<file path="config.mk">
export PLATFORM = sky130hd
export DESIGN_NAME = nal_start_code_deframer_top
export DESIGN_NICKNAME = d
export VERILOG_FILES = /design/src/rtl/core/nscd_pkg.sv /design/src/rtl/core/nal_start_code_deframer_top.sv
export SDC_FILE = /design/constraint.sdc
export NUM_CORES = 1
export LEC_CHECK = 0
export ABC_CLOCK_PERIOD_IN_PS = 23600
export BUFFER_PORTS_ARGS = -buffer_cell sky130_fd_sc_hd__buf_4
export CAP_MARGIN = 20
export CORE_ASPECT_RATIO = 0.9
export CORE_MARGIN = 2
export CORE_UTILIZATION = 30
export CTS_CLUSTER_DIAMETER = 40
export DETAILED_ROUTE_END_ITERATION = 6
export PLACE_DENSITY_LB_ADDON = 0.08
export RECOVER_POWER = 25
export SETUP_SLACK_MARGIN = 0.15
export SLEW_MARGIN = 25
export SYNTH_ARGS = -nofsm -noshare
export SYNTH_HDL_FRONTEND = slang
export SYNTH_SLANG_ARGS = --single-unit
export TNS_END_PERCENT = 20
</file>
<file path="constraint.sdc">
create_clock -name clk -period 23.6 [get_ports clk]
set_input_delay 5.9 -clock clk [delete_from_list [all_inputs] [get_ports clk]]
set_output_delay 5.9 -clock clk [all_outputs]
set_load 0.01 [all_outputs]
</file>
<file path="src/rtl/core/nscd_pkg.sv">
// ----------------------------------------------------------------------------
// nscd_pkg
// Types and constants shared by the start code deframer: the input and
// result item layouts, the end-of-unit codes and the special stream bytes.
// ----------------------------------------------------------------------------
`default_nettype none

package nscd_pkg;

  localparam int LEN_W     = 21;
  localparam int OFF_OUT_W = 32;
  localparam int LEN_FIELD_MAX = (1 << LEN_W) - 1;

  localparam logic [7:0] BYTE_ZERO  = 8'h00;
  localparam logic [7:0] BYTE_START = 8'h01;
  localparam logic [7:0] BYTE_ESC   = 8'h03;

  typedef enum logic [1:0] {
    END_START = 2'd0,
    END_STOP  = 2'd1,
    END_EOS   = 2'd2
  } end_kind_t;

  typedef struct packed {
    logic [7:0] stream_byte;
    logic       stream_end;
  } in_item_t;

  typedef struct packed {
    logic [7:0]           payload_byte;
    logic                 byte_valid;
    logic                 unit_first;
    logic                 unit_last;
    logic [OFF_OUT_W-1:0] start_offset;
    logic [LEN_W-1:0]     payload_length;
    end_kind_t            end_kind;
    logic                 run_last;
  } out_item_t;

endpackage

`default_nettype wire

</file>
<file path="src/rtl/core/nal_start_code_deframer_top.sv">
// ----------------------------------------------------------------------------
// nal_start_code_deframer_top
// Splits an Annex B byte stream into units: finds start codes, trims held
// zeros before start codes and stop patterns, tags first/last results.
// ----------------------------------------------------------------------------
// Output: the first result of an item appears in the cycle after it is taken.
// Throughput: one item per cycle while each item yields at most one result
//   and out_stall is low. An item that yields several results (up to 4) holds
//   the result buffer until they drain, and the input is stalled meanwhile.
// Reset: synchronous, active low; clears the parser state and empties the
//   result buffer. The stream offset restarts at 0.
`default_nettype none

module nal_start_code_deframer_top
  import nscd_pkg::*;
#(
  parameter int MAX_UNIT_BYTES = 1048576,
  parameter int OFFSET_BITS    = 32
) (
  input  wire logic      clk,
  input  wire logic      rst_n,
  input  wire logic      in_valid,
  output logic           in_stall,
  input  wire in_item_t  in_data,
  output logic           out_valid,
  input  wire logic      out_stall,
  output out_item_t      out_data
);

  // Length saturates at the smaller of the unit limit and the field maximum.
  localparam int LEN_CAP_I = (MAX_UNIT_BYTES > LEN_FIELD_MAX) ? LEN_FIELD_MAX
                                                             : MAX_UNIT_BYTES;
  localparam logic [LEN_W-1:0] LEN_CAP = LEN_CAP_I[LEN_W-1:0];
  localparam int MAX_RES = 4;

  // --------------------------------------------------------------------------
  // Parser state
  // --------------------------------------------------------------------------
  logic [1:0]             zero_run_r,   zero_run_nxt;
  logic                   inside_r,     inside_nxt;
  logic                   skip_r,       skip_nxt;
  logic [7:0]             held_byte_r,  held_byte_nxt;
  logic                   held_valid_r, held_valid_nxt;
  logic                   first_r,      first_nxt;
  logic [OFFSET_BITS-1:0] pos_r,        pos_nxt;
  logic [OFFSET_BITS-1:0] ustart_r,     ustart_nxt;
  logic [LEN_W-1:0]       len_r,        len_nxt;

  // Results of the item in front of the buffer
  out_item_t  res     [MAX_RES];
  logic [2:0] res_cnt;

  // --------------------------------------------------------------------------
  // Result buffer: holds all results of one item and, while out_stall is low, drains one per cycle
  // --------------------------------------------------------------------------
  out_item_t  buf_r [MAX_RES];
  logic [2:0] rem_r;
  logic [1:0] idx_r;
  logic       take;
  logic       accept;

  assign out_valid = (rem_r != 3'd0);
  assign out_data  = buf_r[idx_r];
  assign take      = out_valid && !out_stall;
  // Accept when the buffer is empty or its last result leaves this cycle.
  assign in_stall  = !((rem_r == 3'd0) || (take && rem_r == 3'd1));
  assign accept    = in_valid && !in_stall;

  // --------------------------------------------------------------------------
  // One item: decide the branch, then play out end / open / pushes / end
  // --------------------------------------------------------------------------
  always_comb begin
    logic [7:0]             b;
    logic                   fin;
    logic                   end_a;
    end_kind_t              kind_a;
    logic                   open_u;
    logic [1:0]             k1;
    logic                   push_b;
    logic [1:0]             k2;
    logic                   end_b;
    logic [1:0]             npush;
    logic [1:0]             zr;
    logic                   ins;
    logic                   skp;
    logic [7:0]             hb;
    logic                   hv;
    logic                   fp;
    logic [OFFSET_BITS-1:0] ust;
    logic [LEN_W-1:0]       len;
    logic [2:0]             n;

    b   = in_data.stream_byte;
    fin = in_data.stream_end;

    zr  = zero_run_r;
    ins = inside_r;
    skp = skip_r;
    hb  = held_byte_r;
    hv  = held_valid_r;
    fp  = first_r;
    ust = ustart_r;
    len = len_r;

    end_a  = 1'b0;
    kind_a = END_START;
    open_u = 1'b0;
    k1     = 2'd0;
    push_b = 1'b0;
    k2     = 2'd0;
    end_b  = 1'b0;
    n      = 3'd0;

    for (int j = 0; j < MAX_RES; j++) begin
      res[j] = '0;
    end

    // Branch decision on the current byte
    if (!ins) begin
      if (skp) begin
        skp = 1'b0;
        zr  = 2'd0;
      end else if (b == BYTE_START && zr >= 2'd2) begin
        open_u = 1'b1;
      end else if (b == BYTE_ESC && zr >= 2'd2) begin
        skp = 1'b1;
        zr  = 2'd0;
      end else if (b == BYTE_ZERO) begin
        if (zr != 2'd3) zr = zr + 2'd1;
      end else begin
        zr = 2'd0;
      end
    end else begin
      if (skp) begin
        skp    = 1'b0;
        push_b = 1'b1;
        zr     = 2'd0;
      end else if (b == BYTE_START && zr >= 2'd2) begin
        end_a  = 1'b1;
        kind_a = END_START;
        open_u = 1'b1;
      end else if (b == BYTE_ESC && zr >= 2'd2) begin
        k1     = zr;
        push_b = 1'b1;
        zr     = 2'd0;
        skp    = 1'b1;
      end else if (b == BYTE_ZERO && zr >= 2'd2) begin
        end_a  = 1'b1;
        kind_a = END_STOP;
        ins    = 1'b0;
        zr     = 2'd3;
      end else if (b == BYTE_ZERO) begin
        zr = zr + 2'd1;
      end else begin
        k1     = zr;
        push_b = 1'b1;
        zr     = 2'd0;
      end
    end

    // Close a unit at end of stream, flushing its held zeros first
    if (open_u) begin
      ins = 1'b1;
    end
    if (fin && ins) begin
      k2    = open_u ? 2'd0 : zr;
      end_b = 1'b1;
    end
    npush = k1 + k2 + {1'b0, push_b};

    // End of the running unit before a start code or a stop pattern
    if (end_a) begin
      res[n[1:0]].payload_byte   = hv ? hb : 8'h00;
      res[n[1:0]].byte_valid     = hv;
      res[n[1:0]].unit_first     = fp;
      res[n[1:0]].unit_last      = 1'b1;
      res[n[1:0]].start_offset   = OFF_OUT_W'(ust);
      res[n[1:0]].payload_length = len;
      res[n[1:0]].end_kind       = kind_a;
      n   = n + 3'd1;
      fp  = 1'b0;
      hv  = 1'b0;
      hb  = 8'h00;
      len = '0;
    end

    // Open a unit at the first counted zero of its start code
    if (open_u) begin
      ust = pos_r - OFFSET_BITS'(zero_run_r);
      zr  = 2'd0;
      fp  = 1'b1;
      hv  = 1'b0;
      hb  = 8'h00;
      len = '0;
    end

    // Payload pushes: zeros, then the byte itself at place k1
    for (int j = 0; j < 3; j++) begin
      if (2'(j) < npush) begin
        if (hv) begin
          res[n[1:0]].payload_byte = hb;
          res[n[1:0]].byte_valid   = 1'b1;
          res[n[1:0]].unit_first   = fp;
          res[n[1:0]].start_offset = OFF_OUT_W'(ust);
          n  = n + 3'd1;
          fp = 1'b0;
        end
        hb = (push_b && 2'(j) == k1) ? b : 8'h00;
        hv = 1'b1;
        if (len < LEN_CAP) len = len + LEN_W'(1);
      end
    end

    // End of stream closes the unit
    if (end_b) begin
      res[n[1:0]].payload_byte   = hv ? hb : 8'h00;
      res[n[1:0]].byte_valid     = hv;
      res[n[1:0]].unit_first     = fp;
      res[n[1:0]].unit_last      = 1'b1;
      res[n[1:0]].start_offset   = OFF_OUT_W'(ust);
      res[n[1:0]].payload_length = len;
      res[n[1:0]].end_kind       = END_EOS;
      n = n + 3'd1;
    end

    // Mark the last result of this item
    for (int j = 0; j < MAX_RES; j++) begin
      res[j].run_last = ((3'(j) + 3'd1) == n);
    end
    res_cnt = n;

    // Next state; end of stream returns everything to reset values
    if (fin) begin
      zero_run_nxt   = 2'd0;
      inside_nxt     = 1'b0;
      skip_nxt       = 1'b0;
      held_byte_nxt  = 8'h00;
      held_valid_nxt = 1'b0;
      first_nxt      = 1'b0;
      pos_nxt        = '0;
      ustart_nxt     = '0;
      len_nxt        = '0;
    end else begin
      zero_run_nxt   = zr;
      inside_nxt     = ins;
      skip_nxt       = skp;
      held_byte_nxt  = hb;
      held_valid_nxt = hv;
      first_nxt      = fp;
      pos_nxt        = pos_r + OFFSET_BITS'(1);
      ustart_nxt     = ust;
      len_nxt        = len;
    end
  end

  // --------------------------------------------------------------------------
  // Registers
  // --------------------------------------------------------------------------
  always_ff @(posedge clk) begin
    if (!rst_n) begin
      zero_run_r   <= 2'd0;
      inside_r     <= 1'b0;
      skip_r       <= 1'b0;
      held_byte_r  <= 8'h00;
      held_valid_r <= 1'b0;
      first_r      <= 1'b0;
      pos_r        <= '0;
      ustart_r     <= '0;
      len_r        <= '0;
      rem_r        <= 3'd0;
      idx_r        <= 2'd0;
    end else if (accept) begin
      // Advance the parser and load the whole burst of results
      zero_run_r   <= zero_run_nxt;
      inside_r     <= inside_nxt;
      skip_r       <= skip_nxt;
      held_byte_r  <= held_byte_nxt;
      held_valid_r <= held_valid_nxt;
      first_r      <= first_nxt;
      pos_r        <= pos_nxt;
      ustart_r     <= ustart_nxt;
      len_r        <= len_nxt;
      rem_r        <= res_cnt;
      idx_r        <= 2'd0;
    end else if (take) begin
      // Drop the taken result, present the next one
      rem_r <= rem_r - 3'd1;
      idx_r <= idx_r + 2'd1;
    end
  end

  // Result payload needs no reset
  always_ff @(posedge clk) begin
    if (accept) begin
      for (int j = 0; j < MAX_RES; j++) begin
        buf_r[j] <= res[j];
      end
    end
  end

endmodule

`default_nettype wire
</file>
==> results.ini <==
[status]
status = finished with violations
violations = capacitance limit, slew limit

[sta]
fmaxAchievable_mhz = 78.7
max_slew_margin = -1.43
clock_skew_ps = 27.4
hold_ws_ps = 474
setup_viol = 0
drv_slew = 273
worstMarginPinSlew_ps = 3650
fin_crit_sh = 0.538
grt_setup_unrepaired = false
fin_setup_tns_ps = 0
hold_violations = 0
layout_min_cycle_time_ps = 12710

[clock_tree]
cts_tree = built
cts_buffer_depth = 3
root_buffer = clkbuf_16
clk_pin_slew_ps = 50
postCtsSetupBuffers = 0
cts_hold_buffers = 0
clock_latency_ps = 600
cts_sinks = 368
cts_resized = 0
htree_num_levels = 3
numCtsBuffers = 71

[synthesis]
netlist.area_leader.share = 0.406
ys_ff_latch = 368
yosys_warnings = 0
synth_edf_count = 262
synthCells = 1900
netlist_area_mm2 = 0.0194
yosysSeqAreaShare = 0.515
synth_nets = 1942
yosysTopAreaCell = edfxtp_1
synth_area_per_cell_um2 = 10.2
ys_types = 83
async_flop_share = 0
ys_top_cells_by_area = edfxtp_1 (41%), dfxtp_1 (11%), mux4_2 (7.7%), nor2_1 (5.7%), o21ai_0 (4.3%)
synthFlopType = edfxtp_1

[job]
maxCapViolations = 4

[critical_path]
worstPathArrival_ps = 13030
end_kind = register
worst-path-buf-inv = 5
start_kind = input port
cp_slowest_cell = nor2_4
r2r_slack_ps = 15920
path_delay_family = simple AND/OR/NAND/NOR gates
cpMostUsedCell = nand2_1
required_ps = 23920
max_stage_delay_ps = 790
crit_fanout = 32
path_class = input port to register

[final_layout]
stdcell_count = 2863
area_growth_pct = 19.8
final_common_cell = nor2_1
final_cell_mix = nor2_1 (295), edfxtp_1 (262), nand2_1 (218)
diodes = 0
final_nets = 1993
drive_above_1_share = 0.164
fillers = 6442
stdcell_area_mm2 = 0.0232

[power_and_ir_drop]
power_leakage_nw = 7.46
peakVddDrop_uv = 42.7
powerDensity_mw_per_mm2 = 98.1

[global_routing]
grt_use_total = 0.181
overflow = 0
first_global_vias = 14800
grt_pass1_wl_um = 92600
grt_max_degree = 72
antenna_found_initial = 1

[placement]
hpwl_um = 38500
io_buffers = 81
dp_cells = 2733
gp_congestion = 0.841
placed_area_mm2 = 0.0209

[detailed_routing]
drt_iter0_drc = 1434
ant_nets = 0
drc = 0
wire_per_inst_um = 21.0
firstDrtPassIters = 6
drt-total-wl_um = 60200
num_vias = 15200
viasPerCell = 5.31

[min_path]
min_path_type = register to register

[die]
row_count = 88
die-height_um = 245
die_w_um = 272
io_pins = 82
initial_core_util = 0.303
core_area_mm2 = 0.0641
dieArea_mm2 = 0.0667

[report_power, final]
part / switching (W) / leakage, nW / total, W / internal [W]
Clock: 0.000358 / 1.15 / 0.00100 / 0.000643
Sequential: 0.0000415 / 3.44 / 0.000917 / 0.000876
Combinational: 0.000214 / 2.87 / 0.000362 / 0.000149
[final timing paths]
path / startpoint / endpoint / cells after the start
setup reg to reg: zero_run_r[1] / buf_r[0][25] / 31
setup / recovery: in_data[3] / buf_r[0][25] / 31
hold / removal: ustart_r[15] / ustart_r[15] / 2
hold reg to reg: ustart_r[15] / ustart_r[15] / 2
[cells in the mapped netlist (8+ instances only)]
library cell / number
buf_1: 16
inv_1: 37
o22ai_1: 35
and2_1: 15
nand3_1: 57
a31oi_1: 19
or3_1: 16
o21ai_0: 166
mux4_2: 66
xor2_1: 50
o21ai_1: 10
clkbuf_1: 109
nor2_1: 297
a22o_1: 12
nor3_1: 34
dfxtp_1: 106
edfxtp_1: 262
nor4_1: 21
nor2b_1: 8
nand2_1: 219
mux2i_1: 8
xnor2_1: 48
or4_1: 9
ha_1: 26
a21oi_1: 82
a211oi_1: 12
a22oi_1: 11
nand4_1: 15
and3_1: 15
[kinds of logic (layout without fill, tap and decap cells)]
family,after synthesis,after routing,share of synthesized area
simple gates,750,750,0.176
compound gates,410,410,0.128
flops,368,368,0.515
buf+inv,165,273,0.0321
xor+xnor,100,100,0.0459
mux,78,78,0.0831
fa+ha+maj,29,29,0.0199
[per-layer routing]
metal / GRT usage / routed length, µm / vias up
li1: - / - / 7091
met1: 0.278 / 30200 / 7552
met2: 0.257 / 25200 / 450
met3: 0.0338 / 3520 / 104
met4: 0.0509 / 1290 / 0
met5: 0 / 0 / -
[layout make-up]
class | count | area, µm² | area share
clock buffers | 81 | 1880 | 0.0807
clock inverters | 49 | 518 | 0.0223
inverters | 38 | 144 | 0.00619
multi-input cells | 1367 | 8870 | 0.382
flip-flops and latches | 368 | 10000 | 0.430
well taps | 855 | 1070 | 0.0460
repair buffers | 105 | 769 | 0.0331
[registers in the layout, summed over array words and instances (netlist names), named ones only]
register,count
buf_r,262
first_r,1
held_byte_r,8
held_valid_r,1
idx_r,2
inside_r,1
len_r,21
pos_r,32
rem_r,3
skip_r,1
ustart_r,32
zero_run_r,2
[stage by stage]
| step | setup slack (ps) | power, W | util |
|---|---|---|---|
| 5_1_grt | 10330 | 0.00239 | 0.363 |
| 4_1_cts | 11040 | 0.00231 | 0.363 |
| 3_3_place_gp | 10620 | 0.00129 | 0.326 |
| 6_report | 10890 | 0.00228 | 0.363 |
| 2_1_floorplan | 9940 | 0.00115 | - |
| 3_5_place_dp | 10410 | 0.00129 | 0.326 |
[worst register-to-register path, delay by kind of cell (launching register included)]
| kind | cells | cell delay [ps] |
|---|---|---|
| XOR/XNOR | 1 | 260 |
| flip-flops | 1 | 630 |
| AO/OA/AOI/OAI | 8 | 1780 |
| adder cells (fa/ha/maj) | 5 | 1780 |
| buffers and inverters | 4 | 490 |
| AND/OR/NAND/NOR | 13 | 2480 |
Power figures use the tool's default switching activity.
